**src/hw/rtl/v3m_pkg.sv**
```systemverilog
// ----------------------------------------------------------------------------
// v3m_pkg
// Shared widths, opcodes, pipeline record types and the saturation helper
// for the three-component fixed-point vector unit.
// ----------------------------------------------------------------------------
package v3m_pkg;

  // Number format and derived widths
  localparam int DATA_W    = 32;
  localparam int FRAC_BITS = 16;
  localparam int CMD_W     = 4;
  localparam int RAD_W     = 2 * DATA_W;             // full product / radicand
  localparam int QP_W      = RAD_W - FRAC_BITS;      // product after rescale
  localparam int NUM_W     = DATA_W + FRAC_BITS;     // dividend and quotient
  localparam int SUM_W     = (QP_W > NUM_W) ? QP_W + 2 : NUM_W + 2;
  localparam int SQ_STAGES = DATA_W;                 // one root bit per stage
  localparam int LATENCY   = 4 + SQ_STAGES + NUM_W;  // accept to result strobe

  // Opcodes
  localparam logic [CMD_W-1:0] OP_ADD    = CMD_W'(0);
  localparam logic [CMD_W-1:0] OP_SUB    = CMD_W'(1);
  localparam logic [CMD_W-1:0] OP_SCALE  = CMD_W'(2);
  localparam logic [CMD_W-1:0] OP_DIV    = CMD_W'(3);
  localparam logic [CMD_W-1:0] OP_DOT    = CMD_W'(4);
  localparam logic [CMD_W-1:0] OP_CROSS  = CMD_W'(5);
  localparam logic [CMD_W-1:0] OP_EQUAL  = CMD_W'(6);
  localparam logic [CMD_W-1:0] OP_LENGTH = CMD_W'(7);
  localparam logic [CMD_W-1:0] OP_NORM   = CMD_W'(8);

  // Result fields as they travel down the pipe
  typedef struct packed {
    logic [2:0][DATA_W-1:0] r;
    logic [DATA_W-1:0]      rs;
    logic                   eq;
    logic                   ov;
    logic                   dz;
  } res_t;

  // Sideband riding alongside the square root
  typedef struct packed {
    res_t                  res;
    logic [CMD_W-1:0]      cmd;
    logic [2:0]            neg;
    logic [2:0][NUM_W-1:0] num;
    logic [DATA_W-1:0]     s_mag;
  } side_t;

  // Sideband riding alongside the divider
  typedef struct packed {
    res_t             res;
    logic [CMD_W-1:0] cmd;
    logic [2:0]       neg;
  } tail_t;

  typedef struct packed {
    logic              ov;
    logic [DATA_W-1:0] v;
  } sat_t;

  // Clamp a wide signed value to the 32-bit range
  function automatic sat_t sat32(input logic signed [SUM_W-1:0] v);
    sat_t o;
    if (v[SUM_W-1:DATA_W-1] != {(SUM_W-DATA_W+1){v[SUM_W-1]}}) begin
      o.ov = 1'b1;
      o.v  = {v[SUM_W-1], {(DATA_W-1){~v[SUM_W-1]}}};
    end else begin
      o.ov = 1'b0;
      o.v  = v[DATA_W-1:0];
    end
    return o;
  endfunction

endpackage

```
**src/hw/rtl/v3m_sqrt.sv**
```systemverilog
// ----------------------------------------------------------------------------
// v3m_sqrt
// Pipelined integer square root: floor(sqrt(radicand)), one root bit per
// stage, restoring digit-by-digit method.
// ----------------------------------------------------------------------------
module v3m_sqrt
  import v3m_pkg::*;
(
  input  logic              clk,
  input  logic              rst_n,
  input  logic              in_vld,
  input  logic [RAD_W-1:0]  in_rad,
  output logic              out_vld,
  output logic [DATA_W-1:0] out_root
);

  logic              vld_r  [SQ_STAGES];
  logic [RAD_W-1:0]  rad_r  [SQ_STAGES];
  logic [DATA_W:0]   rem_r  [SQ_STAGES];
  logic [DATA_W-1:0] root_r [SQ_STAGES];

  logic              vld_nxt  [SQ_STAGES];
  logic [RAD_W-1:0]  rad_nxt  [SQ_STAGES];
  logic [DATA_W:0]   rem_nxt  [SQ_STAGES];
  logic [DATA_W-1:0] root_nxt [SQ_STAGES];

  // One trial subtraction per stage
  always_comb begin
    logic              vld_i;
    logic [RAD_W-1:0]  rad_i;
    logic [DATA_W:0]   rem_i;
    logic [DATA_W-1:0] root_i;
    logic [DATA_W+2:0] sh;
    logic [DATA_W+2:0] trial;
    logic              ge;
    for (int k = 0; k < SQ_STAGES; k++) begin
      if (k == 0) begin
        vld_i  = in_vld;
        rad_i  = in_rad;
        rem_i  = '0;
        root_i = '0;
      end else begin
        vld_i  = vld_r[k-1];
        rad_i  = rad_r[k-1];
        rem_i  = rem_r[k-1];
        root_i = root_r[k-1];
      end
      sh    = {rem_i, rad_i[RAD_W-1:RAD_W-2]};
      trial = {1'b0, root_i, 2'b01};
      ge    = (sh >= trial);
      vld_nxt[k]  = vld_i;
      rad_nxt[k]  = {rad_i[RAD_W-3:0], 2'b00};
      // remainder never exceeds twice the root, so it needs DATA_W+1 bits
      rem_nxt[k]  = ge ? (DATA_W+1)'(sh - trial) : sh[DATA_W:0];
      root_nxt[k] = {root_i[DATA_W-2:0], ge};
    end
  end

  // Valid bits
  always_ff @(posedge clk) begin
    for (int k = 0; k < SQ_STAGES; k++) begin
      if (!rst_n) begin
        vld_r[k] <= 1'b0;
      end else begin
        vld_r[k] <= vld_nxt[k];
      end
    end
  end

  // Data path
  always_ff @(posedge clk) begin
    for (int k = 0; k < SQ_STAGES; k++) begin
      rad_r[k]  <= rad_nxt[k];
      rem_r[k]  <= rem_nxt[k];
      root_r[k] <= root_nxt[k];
    end
  end

  assign out_vld  = vld_r[SQ_STAGES-1];
  assign out_root = root_r[SQ_STAGES-1];

endmodule

```
**config.mk**
```make
export PLATFORM = sky130hd
export DESIGN_NAME = v3m_sqrt
export DESIGN_NICKNAME = d
export VERILOG_FILES = /design/src/hw/rtl/v3m_pkg.sv /design/src/hw/rtl/v3m_sqrt.sv
export SDC_FILE = /design/constraint.sdc
export NUM_CORES = 2
export LEC_CHECK = 0
export BUFFER_PORTS_ARGS = -buffer_cell sky130_fd_sc_hd__clkbuf_2
export CAP_MARGIN = 20
export CORE_ASPECT_RATIO = 1.5
export CORE_MARGIN = 1
export CORE_UTILIZATION = 50
export CTS_CLUSTER_SIZE = 20
export DETAILED_ROUTE_END_ITERATION = 10
export PLACE_DENSITY = 0.66
export RECOVER_POWER = 25
export SLEW_MARGIN = 10
export SYNTH_ARGS = -nofsm -noshare
export SYNTH_HDL_FRONTEND = slang
export SYNTH_MEMORY_MAX_BITS = 65536
export SYNTH_SLANG_ARGS = --single-unit
```
**constraint.sdc**
```tcl
create_clock -name clk -period 4.9 [get_ports clk]
set_input_delay 0.245 -clock clk [delete_from_list [all_inputs] [get_ports clk]]
set_output_delay 0.245 -clock clk [all_outputs]
set_load 0.005 [all_outputs]
```
==> impl_metrics.json <==
{
  "status": "finished clean",
  "layout.nets": 9956,
  "gp_congestion": 1.02,
  "power.leakage_nw": 49.3,
  "start_kind": "flop",
  "setup_viol": 0,
  "die_x_um": 351,
  "chipHeight_um": 526,
  "cts_setup_buffers": 0,
  "ant_nets": 0,
  "relSlewSlack_pct": 26.7,
  "drt_wl_total_um": 218000,
  "drv_cap": 0,
  "synth_edf_count": 0,
  "crit_type": "flop to flop",
  "grt_max_degree": 62,
  "clkPwrFrac_pct": 34.6,
  "rsz0062_at_grt": "no",
  "clock-sinks": 2527,
  "num_vias": 62700,
  "yosys_warnings": 0,
  "synth_ff_type": "dfxtp_1",
  "cts_buffer_depth": 4,
  "io_buffers": 99,
  "synth_fp_nets": 9612,
  "ys_seq_elements": 2527,
  "worstSetupEndpointType": "flop",
  "p_switching_mw": 14.9,
  "power_mw": 53.7,
  "cts_root_buf": "clkbuf_16",
  "pwr-share-comb_pct": 16.3,
  "rows": 192,
  "ctsResizeCount": 0,
  "grt_pass1_wl_um": 336000,
  "clkTransAtPathRegs_ns": 0.06,
  "ctsHoldBuffers": 104,
  "numCtsBuffers": 230,
  "finalClockSkew_ns": 0.0903,
  "antenna_found_initial": 6,
  "hold_path.class": "input port to flop",
  "cts_tree": "built",
  "peakVddDrop_mv": 0.478,
  "fmax_mhz": 225,
  "final_area_um2": 104000,
  "grt_usage_pct": 23.3,
  "coreArea_um2": 182000,
  "syn_inst": 8984,
  "synth_cell_type_count": 84,
  "worstPathRequired_ns": 5.69,
  "area_delta_synth_final_pct": 13.9,
  "io_pins": 100,
  "dieArea_um2": 185000,
  "hold_slack_ns": 0.0529,
  "reg2reg_slack_ns": 0.45,
  "routed_via_density": 5.24,
  "dpl_cell_area_um2": 95200,
  "htreeDepth": 4,
  "period_minus_slack_ns": 4.45,
  "layout_common_cells": "2527 x dfxtp_1, 710 x inv_1, 626 x nand2_1, 561 x ha_1, 541 x nor2_1",
  "drc": 0,
  "drt-wirelength-per-cell_um": 18.2,
  "final_common_cell": "dfxtp_1",
  "maxSlewViolCount": 0,
  "final_cells": 12000,
  "async_flop_share_pct": 0,
  "p_seq_share_pct": 49.1,
  "hpwl_um": 171000,
  "syn_area_um2": 91500,
  "p_int_mw": 38.8,
  "swShare_pct": 27.7,
  "seq_area_frac_synth_pct": 55.3,
  "clock_latency_ns": 0.87,
  "tns_ns": 0,
  "fin_crit_sh_pct": 90.8,
  "gr-total-overflow": 0,
  "cp_max_fo": 22,
  "drt_iter0_drc": 2498,
  "grt_pass1_vias": 64800,
  "dr.pass1.iters": 5,
  "synth.avg_cell_area_um2": 10.2,
  "power_density_nw_per_um2": 516,
  "final_hold_viol_count": 0,
  "worst_pin_slew_ns": 1.09,
  "layout-drive-gt1-share_pct": 7.37,
  "dp_cells": 11400,
  "start_util_pct": 50.3,
  "cp.arrival_ns": 5.24
}
sequential cells by signal (all words and copies together), names as in the netlist:
name / flops
rem_r: 975
root_r: 528
rad_r: 992
vld_r: 32
through the flow:
stage,utilization [%],setup WS [ns]
floorplan,-,1.13
global placement,52.3,0.543
detailed placement,52.3,0.568
CTS,57.2,0.568
global route,57.2,0.392
finish,57.2,0.450
synthesized netlist by cell type, types with 12 or more instances:
cell type | count | area, µm²
and2_1 | 75 | 469
and3_1 | 47 | 294
o41ai_1 | 12 | 105
a211oi_1 | 52 | 390
nand3_1 | 128 | 641
nand3b_1 | 22 | 165
o21ai_0 | 479 | 2400
or2_2 | 46 | 288
xor2_1 | 425 | 3720
a21o_1 | 251 | 1880
nor4b_1 | 14 | 123
or4_1 | 45 | 338
o21a_1 | 94 | 706
a21oi_1 | 541 | 2710
o21bai_1 | 56 | 420
nor3_1 | 215 | 1080
nand2b_1 | 102 | 638
a31oi_1 | 56 | 350
or3_1 | 100 | 626
a21boi_0 | 27 | 203
nor3b_1 | 15 | 113
nand4_1 | 91 | 569
xnor2_1 | 372 | 3260
clkbuf_1 | 145 | 544
ha_1 | 561 | 7020
nor4_1 | 116 | 726
nand2_1 | 626 | 2350
o31ai_1 | 59 | 443
nor2_1 | 542 | 2030
o211ai_1 | 27 | 203
nor2b_1 | 89 | 557
o31a_1 | 19 | 166
inv_1 | 710 | 2670
dfxtp_1 | 2527 | 50600
a211o_1 | 15 | 131
mux2i_1 | 18 | 180
buf_1 | 18 | 67.6
and4_1 | 14 | 123
mux2_2 | 69 | 777
area by class of cell:
cell class	count	area (µm²)
Tap cell	2425	3030
Antenna cell	35	87.6
Fill cell	15700	77900
Clock buffer	329	6710
Timing Repair Buffer	281	2170
Clock inverter	83	1260
Inverter	712	2670
Multi-Input combinational cell	5576	37700
Sequential cell	2527	50600
worst paths after layout:
kind                          start                    end  cells after the start
min reg2reg   rad_r[0][980]$_DFF_P_   rad_r[1][52]$_DFF_P_                      0
min                      in_rad[55]   rad_r[0][55]$_DFF_P_                      2
max reg2reg  root_r[1][105]$_DFF_P_  rem_r[1][163]$_DFF_P_                     11
max          root_r[1][105]$_DFF_P_  rem_r[1][163]$_DFF_P_                     11
cells by family (layout without fill, tap and decap cells):
group / Yosys count / after routing / share of synthesized area (%)
xor gates and xnor gates: 797 / 797 / 7.63
other: 1 / 36 / 0.00410
buffers and inverters: 881 / 1405 / 3.63
and+or+nand+nor: 2315 / 2315 / 12.4
muxes: 87 / 87 / 1.05
AOI/OAI and AO/OA: 1815 / 1815 / 12.3
adders and majority gates: 561 / 561 / 7.67
DFF: 2527 / 2527 / 55.3
power by group through the flow:
stage	sequential, mW	clock, mW	combinational, mW
floorplan	25.8	0	6.70
global placement	26.7	0	8.46
detailed placement	26.8	0	8.63
CTS	26.3	19.1	8.75
global route	26.7	19.9	9.73
finish	26.4	18.6	8.76
metal layers:
layer	up-vias	track usage (%)	part of all wire, %
met5	-	0	0
met4	0	21.6	10
met3	745	3.12	2.8
met2	1201	48.6	58
met1	29400	17.1	29
li1	31400	-	-
worst max-delay path, cell delays in order (launching register included):
cell and delay, ns:
dfxtp_1 0.53, inv_1 0.09, ha_1 0.58, nand3_1 0.38
nor3_1 0.90, a211oi_1 0.40, o41ai_2 0.29, buf_4 0.31
buf_4 0.32, nand2b_1 0.16, nor4_1 0.29, xor2_1 0.17
No activity file was read; power rests on OpenSTA's default activity.
